### src/rtl/core/ihex_pkg.sv
// Shared types and constants for the hex record checker.
// Used by the parser, the result emitter and the top level; no dependencies.
`timescale 1ns / 1ps
`default_nettype none

package ihex_pkg;

    localparam int MAX_RECORD_BYTES_DEFAULT = 16;

    localparam logic [7:0] START_CHAR   = 8'h3A;
    localparam logic [7:0] DIGIT_LIMIT  = 8'h3F;
    localparam logic [7:0] ALPHA_OFFSET = 8'h37;
    localparam logic [7:0] NIBBLE_MASK  = 8'h0F;
    localparam logic [7:0] TYPE_DATA    = 8'h00;
    localparam logic [7:0] TYPE_EOF     = 8'h01;

    typedef enum logic [2:0] {
        EV_DATA = 3'd0,
        EV_OK   = 3'd1,
        EV_EOF  = 3'd2,
        EV_CSUM = 3'd3,
        EV_ADDR = 3'd4,
        EV_TYPE = 3'd5,
        EV_LEN  = 3'd6
    } event_t;

    // One burst for the emitter: count data bytes from the buffer, then a status item.
    typedef struct packed {
        logic        valid;
        event_t      status;
        logic [15:0] address;
        logic [7:0]  count;
    } emit_job_t;

    typedef struct packed {
        logic busy;
        logic take;
    } emit_status_t;

endpackage

`default_nettype wire

### src/rtl/core/ihex_record_buf.sv
// Record byte buffer: one write port, one read port with registered read data.
// Depends on nothing.
`timescale 1ns / 1ps
`default_nettype none

module ihex_record_buf #(
    parameter int DEPTH = 16,
    parameter int AW    = 4
) (
    input  wire logic          clk,
    input  wire logic          we,
    input  wire logic [AW-1:0] waddr,
    input  wire logic [7:0]    wdata,
    input  wire logic          re,
    input  wire logic [AW-1:0] raddr,
    output logic      [7:0]    rdata
);

    logic [7:0] mem [DEPTH];

    always_ff @(posedge clk)
    begin
        if (we)
        begin
            mem[waddr] <= wdata;
        end
    end

    // Read data holds while no read is issued.
    always_ff @(posedge clk)
    begin
        if (re)
        begin
            rdata <= mem[raddr];
        end
    end

endmodule

`default_nettype wire

### src/rtl/core/ihex_parser.sv
// Character parser: decodes the record fields, checks them and fills the byte buffer.
// Depends on ihex_pkg; hands finished records and errors to the emitter as jobs.
`timescale 1ns / 1ps
`default_nettype none

module ihex_parser #(
    parameter int MAX_RECORD_BYTES = ihex_pkg::MAX_RECORD_BYTES_DEFAULT,
    parameter int CW = $clog2(MAX_RECORD_BYTES + 1),
    parameter int AW = (MAX_RECORD_BYTES > 1) ? $clog2(MAX_RECORD_BYTES) : 1
) (
    input  wire logic                   clk,
    input  wire logic                   rst_n,
    input  wire logic                   in_valid,
    output logic                        in_stall,
    input  wire logic [7:0]             character,
    input  wire logic                   cfg_write_en,
    input  wire logic [15:0]            cfg_write_data,
    input  wire ihex_pkg::emit_status_t emit_status,
    output ihex_pkg::emit_job_t         job,
    output logic                        mem_we,
    output logic      [AW-1:0]          mem_waddr,
    output logic      [7:0]             mem_wdata
);

    typedef enum logic [2:0] {
        PH_WAIT,
        PH_LEN,
        PH_ADDR,
        PH_TYPE,
        PH_DATA,
        PH_SUM
    } phase_t;

    phase_t              phase_reg, phase_next;
    logic                digit_reg, digit_next;
    logic [3:0]          high_nibble_reg, high_nibble_next;
    logic [7:0]          record_length_reg, record_length_next;
    logic [15:0]         record_address_reg, record_address_next;
    logic [7:0]          record_type_reg, record_type_next;
    logic [7:0]          running_sum_reg, running_sum_next;
    logic [15:0]         expected_address_reg, expected_address_next;
    logic [CW-1:0]       byte_index_reg, byte_index_next;
    logic                halted_reg, halted_next;
    ihex_pkg::emit_job_t job_reg, job_next;

    logic       accept;
    logic [7:0] digit_raw;
    logic [3:0] nibble;
    logic [7:0] byte_val;
    logic [7:0] sum_val;
    logic       is_eof;

    assign in_stall = job_reg.valid | emit_status.busy;
    assign accept   = in_valid & ~in_stall;
    assign job      = job_reg;

    assign digit_raw = (character > ihex_pkg::DIGIT_LIMIT) ?
                       (character - ihex_pkg::ALPHA_OFFSET) : character;
    assign nibble    = digit_raw[3:0] & ihex_pkg::NIBBLE_MASK[3:0];
    assign byte_val  = {high_nibble_reg, nibble};
    assign sum_val   = running_sum_reg + byte_val;
    assign is_eof    = (byte_val == ihex_pkg::TYPE_EOF) && (record_address_reg == 16'h0000);

    assign mem_waddr = byte_index_reg[AW-1:0];
    assign mem_wdata = byte_val;

    always_comb
    begin
        phase_next            = phase_reg;
        digit_next            = digit_reg;
        high_nibble_next      = high_nibble_reg;
        record_length_next    = record_length_reg;
        record_address_next   = record_address_reg;
        record_type_next      = record_type_reg;
        running_sum_next      = running_sum_reg;
        expected_address_next = expected_address_reg;
        byte_index_next       = byte_index_reg;
        halted_next           = halted_reg;
        job_next              = job_reg;
        mem_we                = 1'b0;

        if (emit_status.take)
        begin
            job_next.valid = 1'b0;
        end

        if (cfg_write_en)
        begin
            expected_address_next = cfg_write_data;
        end

        if (accept && !halted_reg)
        begin
            if (phase_reg == PH_WAIT)
            begin
                if (character == ihex_pkg::START_CHAR)
                begin
                    phase_next       = PH_LEN;
                    running_sum_next = 8'h00;
                    digit_next       = 1'b0;
                    byte_index_next  = '0;
                end
            end
            else if (!digit_reg)
            begin
                high_nibble_next = nibble;
                digit_next       = 1'b1;
            end
            else
            begin
                digit_next       = 1'b0;
                running_sum_next = sum_val;
                case (phase_reg)
                    PH_LEN:
                    begin
                        record_length_next = byte_val;
                        if (byte_val > 8'(MAX_RECORD_BYTES))
                        begin
                            halted_next = 1'b1;
                            phase_next  = PH_WAIT;
                            job_next    = '{valid: 1'b1, status: ihex_pkg::EV_LEN,
                                            address: 16'h0000, count: 8'h00};
                        end
                        else
                        begin
                            phase_next      = PH_ADDR;
                            byte_index_next = '0;
                        end
                    end
                    PH_ADDR:
                    begin
                        if (byte_index_reg == '0)
                        begin
                            record_address_next = {byte_val, 8'h00};
                            byte_index_next     = CW'(1);
                        end
                        else
                        begin
                            record_address_next = {record_address_reg[15:8], byte_val};
                            byte_index_next     = '0;
                            phase_next          = PH_TYPE;
                        end
                    end
                    PH_TYPE:
                    begin
                        record_type_next = byte_val;
                        if (!is_eof && record_address_reg != expected_address_reg)
                        begin
                            halted_next = 1'b1;
                            phase_next  = PH_WAIT;
                            job_next    = '{valid: 1'b1, status: ihex_pkg::EV_ADDR,
                                            address: record_address_reg, count: 8'h00};
                        end
                        else if (!is_eof && byte_val != ihex_pkg::TYPE_DATA)
                        begin
                            halted_next = 1'b1;
                            phase_next  = PH_WAIT;
                            job_next    = '{valid: 1'b1, status: ihex_pkg::EV_TYPE,
                                            address: record_address_reg, count: 8'h00};
                        end
                        else
                        begin
                            byte_index_next = '0;
                            phase_next = (record_length_reg != 8'h00) ? PH_DATA : PH_SUM;
                        end
                    end
                    PH_DATA:
                    begin
                        mem_we          = 1'b1;
                        byte_index_next = byte_index_reg + CW'(1);
                        if ((8'(byte_index_reg) + 8'd1) >= record_length_reg)
                        begin
                            phase_next = PH_SUM;
                        end
                    end
                    PH_SUM:
                    begin
                        if (sum_val != 8'h00)
                        begin
                            halted_next = 1'b1;
                            phase_next  = PH_WAIT;
                            job_next    = '{valid: 1'b1, status: ihex_pkg::EV_CSUM,
                                            address: record_address_reg, count: 8'h00};
                        end
                        else
                        begin
                            // A type of one can only get here as an end-of-file record.
                            job_next = '{valid: 1'b1,
                                         status: (record_type_reg == ihex_pkg::TYPE_EOF) ?
                                                 ihex_pkg::EV_EOF : ihex_pkg::EV_OK,
                                         address: record_address_reg,
                                         count: record_length_reg};
                            expected_address_next = expected_address_reg +
                                                    {8'h00, record_length_reg};
                            phase_next      = PH_WAIT;
                            byte_index_next = '0;
                        end
                    end
                    default:
                    begin
                        phase_next = PH_WAIT;
                    end
                endcase
            end
        end
    end

    always_ff @(posedge clk or negedge rst_n)
    begin
        if (!rst_n)
        begin
            phase_reg            <= PH_WAIT;
            digit_reg            <= 1'b0;
            high_nibble_reg      <= 4'h0;
            record_length_reg    <= 8'h00;
            record_address_reg   <= 16'h0000;
            record_type_reg      <= 8'h00;
            running_sum_reg      <= 8'h00;
            expected_address_reg <= 16'h0000;
            byte_index_reg       <= '0;
            halted_reg           <= 1'b0;
            job_reg              <= '0;
        end
        else
        begin
            phase_reg            <= phase_next;
            digit_reg            <= digit_next;
            high_nibble_reg      <= high_nibble_next;
            record_length_reg    <= record_length_next;
            record_address_reg   <= record_address_next;
            record_type_reg      <= record_type_next;
            running_sum_reg      <= running_sum_next;
            expected_address_reg <= expected_address_next;
            byte_index_reg       <= byte_index_next;
            halted_reg           <= halted_next;
            job_reg              <= job_next;
        end
    end

endmodule

`default_nettype wire

### src/rtl/core/ihex_emitter.sv
// Result emitter: reads the buffered record bytes and drives the output register.
// Depends on ihex_pkg; takes jobs from the parser and reads the byte buffer.
`timescale 1ns / 1ps
`default_nettype none

module ihex_emitter #(
    parameter int MAX_RECORD_BYTES = ihex_pkg::MAX_RECORD_BYTES_DEFAULT,
    parameter int CW = $clog2(MAX_RECORD_BYTES + 1),
    parameter int AW = (MAX_RECORD_BYTES > 1) ? $clog2(MAX_RECORD_BYTES) : 1
) (
    input  wire logic                   clk,
    input  wire logic                   rst_n,
    input  wire ihex_pkg::emit_job_t    job,
    output ihex_pkg::emit_status_t      emit_status,
    output logic                        mem_re,
    output logic      [AW-1:0]          mem_raddr,
    input  wire logic [7:0]             mem_rdata,
    output logic                        out_valid,
    input  wire logic                   out_stall,
    output logic      [2:0]             event_res,
    output logic      [7:0]             data_byte,
    output logic      [15:0]            byte_address,
    output logic                        last
);

    typedef enum logic [1:0] {
        ST_IDLE,
        ST_READ,
        ST_STATUS
    } state_t;

    state_t           state_reg, state_next;
    logic [CW-1:0]    idx_reg, idx_next;
    logic [15:0]      base_reg, base_next;
    logic [7:0]       count_reg, count_next;
    ihex_pkg::event_t status_reg, status_next;
    logic             out_valid_reg, out_valid_next;
    logic [2:0]       event_reg, event_next;
    logic [7:0]       data_reg, data_next;
    logic [15:0]      addr_reg, addr_next;
    logic             last_reg, last_next;

    logic out_free;

    assign out_free     = ~out_valid_reg | ~out_stall;
    assign out_valid    = out_valid_reg;
    assign event_res    = event_reg;
    assign data_byte    = data_reg;
    assign byte_address = addr_reg;
    assign last         = last_reg;

    always_comb
    begin
        state_next     = state_reg;
        idx_next       = idx_reg;
        base_next      = base_reg;
        count_next     = count_reg;
        status_next    = status_reg;
        out_valid_next = out_valid_reg & out_stall;
        event_next     = event_reg;
        data_next      = data_reg;
        addr_next      = addr_reg;
        last_next      = last_reg;
        mem_re         = 1'b0;
        mem_raddr      = '0;
        emit_status.busy = (state_reg != ST_IDLE);
        emit_status.take = 1'b0;

        case (state_reg)
            ST_IDLE:
            begin
                if (job.valid && out_free)
                begin
                    emit_status.take = 1'b1;
                    base_next   = job.address;
                    count_next  = job.count;
                    status_next = job.status;
                    idx_next    = '0;
                    if (job.count == 8'h00)
                    begin
                        out_valid_next = 1'b1;
                        event_next     = job.status;
                        data_next      = 8'h00;
                        addr_next      = job.address;
                        last_next      = 1'b1;
                    end
                    else
                    begin
                        mem_re     = 1'b1;
                        state_next = ST_READ;
                    end
                end
            end
            ST_READ:
            begin
                // The read data for idx_reg is valid and held until it is loaded.
                if (out_free)
                begin
                    out_valid_next = 1'b1;
                    event_next     = ihex_pkg::EV_DATA;
                    data_next      = mem_rdata;
                    addr_next      = base_reg + 16'(idx_reg);
                    last_next      = 1'b0;
                    if ((8'(idx_reg) + 8'd1) == count_reg)
                    begin
                        state_next = ST_STATUS;
                    end
                    else
                    begin
                        idx_next  = idx_reg + CW'(1);
                        mem_re    = 1'b1;
                        mem_raddr = idx_next[AW-1:0];
                    end
                end
            end
            ST_STATUS:
            begin
                if (out_free)
                begin
                    out_valid_next = 1'b1;
                    event_next     = status_reg;
                    data_next      = 8'h00;
                    addr_next      = base_reg;
                    last_next      = 1'b1;
                    state_next     = ST_IDLE;
                end
            end
            default:
            begin
                state_next = ST_IDLE;
            end
        endcase
    end

    always_ff @(posedge clk or negedge rst_n)
    begin
        if (!rst_n)
        begin
            state_reg     <= ST_IDLE;
            idx_reg       <= '0;
            base_reg      <= 16'h0000;
            count_reg     <= 8'h00;
            status_reg    <= ihex_pkg::EV_OK;
            out_valid_reg <= 1'b0;
            event_reg     <= ihex_pkg::EV_DATA;
            data_reg      <= 8'h00;
            addr_reg      <= 16'h0000;
            last_reg      <= 1'b0;
        end
        else
        begin
            state_reg     <= state_next;
            idx_reg       <= idx_next;
            base_reg      <= base_next;
            count_reg     <= count_next;
            status_reg    <= status_next;
            out_valid_reg <= out_valid_next;
            event_reg     <= event_next;
            data_reg      <= data_next;
            addr_reg      <= addr_next;
            last_reg      <= last_next;
        end
    end

endmodule

`default_nettype wire

### src/rtl/core/intel_hex_record_checker_core.sv
// Top level of the hex record checker: parser, record byte buffer and result emitter.
// Depends on ihex_pkg, ihex_parser, ihex_record_buf and ihex_emitter.
//
//   channel | handshake          | payload
//   --------+--------------------+----------------------------------------------
//   input   | in_valid, in_stall | character
//   output  | out_valid,out_stall| event_res, data_byte, byte_address, last
//   config  | cfg_write_en       | cfg_write_data (start address)
//
// Characters that cause no result are taken one per cycle while no job stalls the input.
// A good record gives length+1 results: a buffer read, then one result per cycle unless
// out_stall holds, paced by the buffer's single read port; the input stalls during that burst.
// A request may be taken while the final result of a burst waits in the output register.
// Reset is asynchronous and needs no clearing pass; the buffer is always written before read.
`timescale 1ns / 1ps
`default_nettype none

module intel_hex_record_checker_core #(
    parameter int MAX_RECORD_BYTES = ihex_pkg::MAX_RECORD_BYTES_DEFAULT
) (
    input  wire logic        clk,
    input  wire logic        rst_n,
    input  wire logic        in_valid,
    output logic             in_stall,
    input  wire logic [7:0]  character,
    input  wire logic        cfg_write_en,
    input  wire logic [15:0] cfg_write_data,
    output logic             out_valid,
    input  wire logic        out_stall,
    output logic      [2:0]  event_res,
    output logic      [7:0]  data_byte,
    output logic      [15:0] byte_address,
    output logic             last
);

    localparam int CW = $clog2(MAX_RECORD_BYTES + 1);
    localparam int AW = (MAX_RECORD_BYTES > 1) ? $clog2(MAX_RECORD_BYTES) : 1;

    ihex_pkg::emit_job_t    job;
    ihex_pkg::emit_status_t emit_status;
    logic                   mem_we;
    logic [AW-1:0]          mem_waddr;
    logic [7:0]             mem_wdata;
    logic                   mem_re;
    logic [AW-1:0]          mem_raddr;
    logic [7:0]             mem_rdata;

    ihex_parser #(
        .MAX_RECORD_BYTES(MAX_RECORD_BYTES),
        .CW(CW),
        .AW(AW)
    ) u_parser (
        .clk(clk),
        .rst_n(rst_n),
        .in_valid(in_valid),
        .in_stall(in_stall),
        .character(character),
        .cfg_write_en(cfg_write_en),
        .cfg_write_data(cfg_write_data),
        .emit_status(emit_status),
        .job(job),
        .mem_we(mem_we),
        .mem_waddr(mem_waddr),
        .mem_wdata(mem_wdata)
    );

    ihex_record_buf #(
        .DEPTH(MAX_RECORD_BYTES),
        .AW(AW)
    ) u_buf (
        .clk(clk),
        .we(mem_we),
        .waddr(mem_waddr),
        .wdata(mem_wdata),
        .re(mem_re),
        .raddr(mem_raddr),
        .rdata(mem_rdata)
    );

    ihex_emitter #(
        .MAX_RECORD_BYTES(MAX_RECORD_BYTES),
        .CW(CW),
        .AW(AW)
    ) u_emitter (
        .clk(clk),
        .rst_n(rst_n),
        .job(job),
        .emit_status(emit_status),
        .mem_re(mem_re),
        .mem_raddr(mem_raddr),
        .mem_rdata(mem_rdata),
        .out_valid(out_valid),
        .out_stall(out_stall),
        .event_res(event_res),
        .data_byte(data_byte),
        .byte_address(byte_address),
        .last(last)
    );

endmodule

`default_nettype wire

### config.mk
export PLATFORM = sky130hd
export DESIGN_NAME = intel_hex_record_checker_core
export DESIGN_NICKNAME = d
export VERILOG_FILES = /design/src/rtl/core/ihex_pkg.sv /design/src/rtl/core/ihex_record_buf.sv /design/src/rtl/core/ihex_parser.sv /design/src/rtl/core/ihex_emitter.sv /design/src/rtl/core/intel_hex_record_checker_core.sv
export SDC_FILE = /design/constraint.sdc
export NUM_CORES = 1
export LEC_CHECK = 0
export BUFFER_PORTS_ARGS = -buffer_cell sky130_fd_sc_hd__buf_4
export CAP_MARGIN = 0
export CELL_PAD_IN_SITES_DETAIL_PLACEMENT = 0
export CELL_PAD_IN_SITES_GLOBAL_PLACEMENT = 1
export CORE_AREA = 2 2 182 184
export CTS_BUF_LIST = sky130_fd_sc_hd__clkbuf_4
export DETAILED_ROUTE_END_ITERATION = 6
export DIE_AREA = 0 0 184 186
export PLACE_DENSITY = 0.71
export SKIP_CTS_REPAIR_TIMING = 1
export SLEW_MARGIN = 5
export SYNTH_ARGS = -nofsm -noshare
export SYNTH_HDL_FRONTEND = slang
export SYNTH_HIERARCHICAL = 1
export SYNTH_SLANG_ARGS = --single-unit
export TNS_END_PERCENT = 1
### constraint.sdc
create_clock -name clk -period 8.85 [get_ports clk]
set_clock_uncertainty 0.05 [all_clocks]
set_input_delay 0.885 -clock clk [delete_from_list [all_inputs] [get_ports clk]]
set_output_delay 0.885 -clock clk [all_outputs]
set_load 0.005 [all_outputs]
[Word-level counts from Yosys, hierarchy flattened]
Memories as Yosys holds them, arrays and structs flattened. A register that Yosys moved wholly into a read port is not among the register bits.
Cells that the tools add are included.
Cells by class
  add/subtract/negate cells: 8
  $lt $le $gt $ge: 3
  equality and inequality tests: 29
  muxes and demuxes: 98
  bitwise logic cells: 9
  reduce and logical (&&, ||, !) cells: 37
Operator list (number)
  $mux W28: 6
  $mux W16: 10
  $pmux W28 S3: 1
  $mux W8: 8
  $mux W5: 10
  $pmux W16 S3: 1
  $mux W3: 11
  $mux W1: 29
  $mux W26: 1
  $pmux W5 S5: 1
  $pmux W8 S3: 1
  $reduce_bool A8 Y1: 3
  $reduce_and A5 Y1: 4
  $add A16 B5 Y16: 1
  $add A16 B8 Y16: 1
  $eq A8 B1 Y1 const B: 2
  $logic_not A16 Y1: 1
  $mux W4: 4
  $ne A16 B16 Y1: 1
  $reduce_and A4 Y1: 4
  $ne A3 B2 Y1 const B: 5
  $mux W2: 7
  $ne A2 B1 Y1 const B: 7
  $add A5 B1 Y6 const B: 2
  other kinds (39): 63
Storage, ports and cells
  flip-flop bits (word level): 161
  bits in writable memories: 128
  output and inout port bits: 30
  memories kept: 1
Memory list
  u_buf.mem: words 16, width 8, read ports 1, clocked after Yosys merged registers in 1, write ports 1, RTL line ihex_record_buf.sv:19  | logic [7:0] mem [DEPTH];

[Longest topological paths before layout]
  depth after elaboration: 12
  depth in mapped cells: 15
  mapped depth without buffers: 13

[By module]
The synthesis kept the hierarchy.
Modules (own cells, without submodules)
  ihex_parser: times used 1, cells each 595, area an instance 5627.9 sq um
  ihex_record_buf: times used 1, cells each 229, area an instance 5227.5 sq um
  ihex_emitter: times used 1, cells each 378, area an instance 3514.6 sq um

[Worst setup path after synthesis]
OpenSTA, ideal clock, no wires.
  path kind: input -> register
  start: in character[0]
  end: reg u_parser.expected_address_reg[11]
  arrival: 4.434 ns
  data required time: 8.680 ns
  path slack: 4.246 ns
  stages on the path: 14
  buffers on the path: 1
  cell sequence: inv_1 -> ha_1 -> o21ai_0 -> and2_1 -> clkinv_1 -> fa_1 -> nand3b_1 -> nand4_1 -> nand3_1 -> or4_4 -> or4_1 -> buf_2 -> or3_1 -> and3_1
Between the ends
  word-level cells in the longest chain between the ends: 9
RTL lines
  start, declared: RTL line intel_hex_record_checker_core.sv:25  | input wire logic [7:0] character,
  $gt A8 B6 Y1 or $sub A4 B3 Y4 (tied branches): RTL line ihex_parser.sv:57, ihex_parser.sv:58
  $mux W4 *: RTL line ihex_parser.sv:57  | assign digit_raw = (character > ihex_pkg::DIGIT_LIMIT) ?
  named net mem_wdata[1]: RTL line intel_hex_record_checker_core.sv:43  | logic [7:0] mem_wdata;
  $add A8 B8 Y8 *: RTL line ihex_parser.sv:61  | assign sum_val = running_sum_reg + byte_val;
  $reduce_bool A8 Y1 *: RTL line ihex_parser.sv:178  | if (sum_val != 8'h00)
  $mux W16 *: RTL line ihex_parser.sv:178
  $mux W16 *: RTL line ihex_parser.sv:113  | case (phase_reg)
  $mux W16 *: RTL line ihex_parser.sv:104  | else if (!digit_reg)
  $mux W16 *: RTL line ihex_parser.sv:94  | if (phase_reg == PH_WAIT)
  $mux W16 *: RTL line ihex_parser.sv:92  | if (accept && !halted_reg)
  named net u_parser.expected_address_next[11]: RTL line ihex_parser.sv:41  | logic [15:0] expected_address_reg, expected_address_next;
  end signal, assigned: RTL line ihex_parser.sv:233  | expected_address_reg <= expected_address_next;
  end, declared: RTL line ihex_parser.sv:41
Mark *: on every way through the listed nets, which the timed path passes. The rest lies on a longest branch.
A chain may end at the register's enable or synchronous reset.

[Worst setup path after layout]
Ends and elaborated chain as after synthesis.

==> impl_metrics.yaml <==
global_routing:
  grt_pass1_vias: 9773
  grt_max_degree: 87
  grt_usage_pct: 20.5
  grt_remaining_overflow: 0
  antenna_found_initial: 2
  grt_pass1_wl_um: 54000
synthesis:
  ys_seq_area_share_pct: 56.5
  synthArstFlopShare_pct: 54.2
  avgSynthCellArea_um2: 12.0
  syn_nets: 1271
  synth_area_mm2: 0.0144
  ys_types: 75
  synthFlopType: "dfrtp_1"
  yosys_warnings: 6
  synth-edff-count: 136
  syn-instance-count: 1202
  ys_ff_latch: 297
sta:
  finalSetupViolations: 0
  min_period_over_period_pct: 57.2
  fmax_mhz: 198
  min_period_ns: 5.06
  tightest_slew_ns: 1.18
  slew_violations: 0
  slew-limit-headroom_pct: 21.2
  fin_tns_setup_ns: 0
  rsz0062_at_grt: "false"
  hold_violations: 0
drt:
  drt-met1-wl_um: 16400
  wl_per_cell_um: 19.0
  routed_via_density: 5.56
  drt_iter0_markers: 631
  drt_wl_total_um: 33600
  num_vias: 9845
  wl_met3_um: 1960
  dr.pass1.iters: 5
  drcViolationCount: 0
  dr_wl_met2_um: 14800
  topRoutingLayerUsed: "met4"
  drtAntennaViolNets: 0
layout:
  final_area_mm2: 0.0162
  area_growth_pct: 13.0
  final_common_cell: "dfrtp_1"
  drive_gt1_share_pct: 19.9
  largest_reg_flops: 128
  seqCellArea_mm2: 0.00811
  utilization_pct: 50.4
  multi_input_area_mm2: 0.00584
  nets: 1368
  final_cell_mix: "dfrtp_1, edfxtp_1, nand2_1"
  n_fill_cell: 2885
critical_path:
  path_class: "input pin to register"
  crit_required_ns: 9.37
  path_cells: "buf_4 -> inv_1 -> ha_1 -> o21ai_0 -> and2_1 -> clkinv_1 -> fa_1 -> nand3b_1 -> nand4_1 -> nand3_1 -> or4_4 -> or4_1 -> or3_1 -> and3_1"
  slowest_stage: "or4_1"
  cp_max_fo: 19
  rr_worst_depth: 8
  r2r_setup_slack_ns: 4.45
  startpoint_type: "input pin"
  endpoint_kind: "register"
  arrival_ns: 5.58
  crit_buf_inv: 3
  critPathMaxStageDelay_ns: 0.82
  crit_family: "simple AND/OR/NAND/NOR gates"
  worstSetupStartpoint: "character[0]"
  r2r_end: "u_parser/expected_address_reg[11]"
  r2r_start: "u_parser/high_nibble_reg[2]"
pwr:
  max-vdd-ir-drop_mv: 0.109
  power_w: 0.00401
  power_density_mw_per_mm2: 247
  power.leakage_nw: 6.59
floorplanning:
  ioPinCount: 59
  start_util_pct: 44.6
  core_mm2: 0.0322
  design.die.area_mm2: 0.0342
  die_h_um: 186
  rows: 66
  die_w_um: 184
min_path:
  holdCritPathClass: "input pin to async pin"
placement:
  place_area_mm2: 0.0152
  dp_hpwl_um: 22300
  io_buffer_count: 58
  gp_congestion: 0.790
clocking:
  clk_pin_slew_worst_paths_ns: 0.06
  htreeDepth: 3
  insertion_delay_ns: 0.71
  cts_root_buffer: "clkbuf_4"
  clock_path_buffers: 3
  cts_tree: "built"
  numCtsBuffers: 79
  cts.sinks: 297
flow_run:
  drv_cap: 0
run_status:
  status: "finished clean"
worst max path at each step:
stage | endpoint | cells past startpoint
global route | u_parser/expected_address_reg[11] | 14
floorplan | u_parser/expected_address_reg[11] | 14
finish | u_parser/expected_address_reg[11] | 14
CTS | u_parser/expected_address_reg[11] | 14
global placement | u_parser/expected_address_reg[11] | 14
detailed placement | u_parser/expected_address_reg[11] | 14
where the power goes:
group | internal [W] | leakage [nW] | switching [W]
sequential | 0.00161 | 3.36 | 0.000167
clock | 0.000672 | 0.609 | 0.000555
combinational | 0.000433 | 2.61 | 0.000575
total | 0.00271 | 6.59 | 0.00130
cells in the mapped netlist (23+ instances only):
cell | instances | area [µm²]
nand3_1 | 38 | 190
mux2_2 | 41 | 462
nor3_1 | 23 | 115
nand2_1 | 120 | 450
nor2_1 | 75 | 282
o21ai_0 | 78 | 390
edfxtp_1 | 136 | 4080
inv_1 | 40 | 150
a21oi_1 | 61 | 305
clkbuf_1 | 40 | 150
a22o_1 | 24 | 210
dfrtp_1 | 160 | 4000
ha_1 | 37 | 463
xnor2_1 | 34 | 298
stage by stage:
stage / hold slack [ns] / setup WS (ns) / cells
2_1_floorplan: 0.392 / 4.25 / 1202
3_3_place_gp: 0.410 / 3.28 / 1626
3_5_place_dp: 0.419 / 3.12 / 1626
4_1_cts: 0.196 / 3.86 / 1768
5_1_grt: 0.218 / 3.53 / 1770
6_report: 0.199 / 3.79 / 1770
cell families after synthesis:
logic type	share of synthesized area, %
fa+ha+maj	3.64
compound gates	11.5
buf+inv	3.13
flops	56.5
simple gates	12.8
mux	9.30
xor+xnor	3.09
per-layer routing:
| metal | GRT usage, % | up-vias |
|---|---|---|
| met5 | 0 | - |
| met4 | 6.62 | 0 |
| met3 | 5.22 | 41 |
| met2 | 30.5 | 256 |
| met1 | 29.4 | 4803 |
| li1 | - | 4745 |
cell type report:
cell class                 count  area share [%]
inverter                      41           0.948
tap                          408            3.14
clock inverter                30            1.22
antenna                        2          0.0308
clock buffer                 112            5.18
sequential                   297            50.0
timing repair buffer          76            3.54
multi-input combinational    804            36.0
worst reg2reg max path, stage by stage (launching register included):
cell,delay (ns)
dfrtp_1,1.03
ha_1,0.38
and3b_1,0.20
a2111oi_1,0.41
nand3_1,0.16
or4_4,0.60
or4_1,0.83
or3_1,0.45
and3_1,0.16
Power figures use the tool's default switching activity.
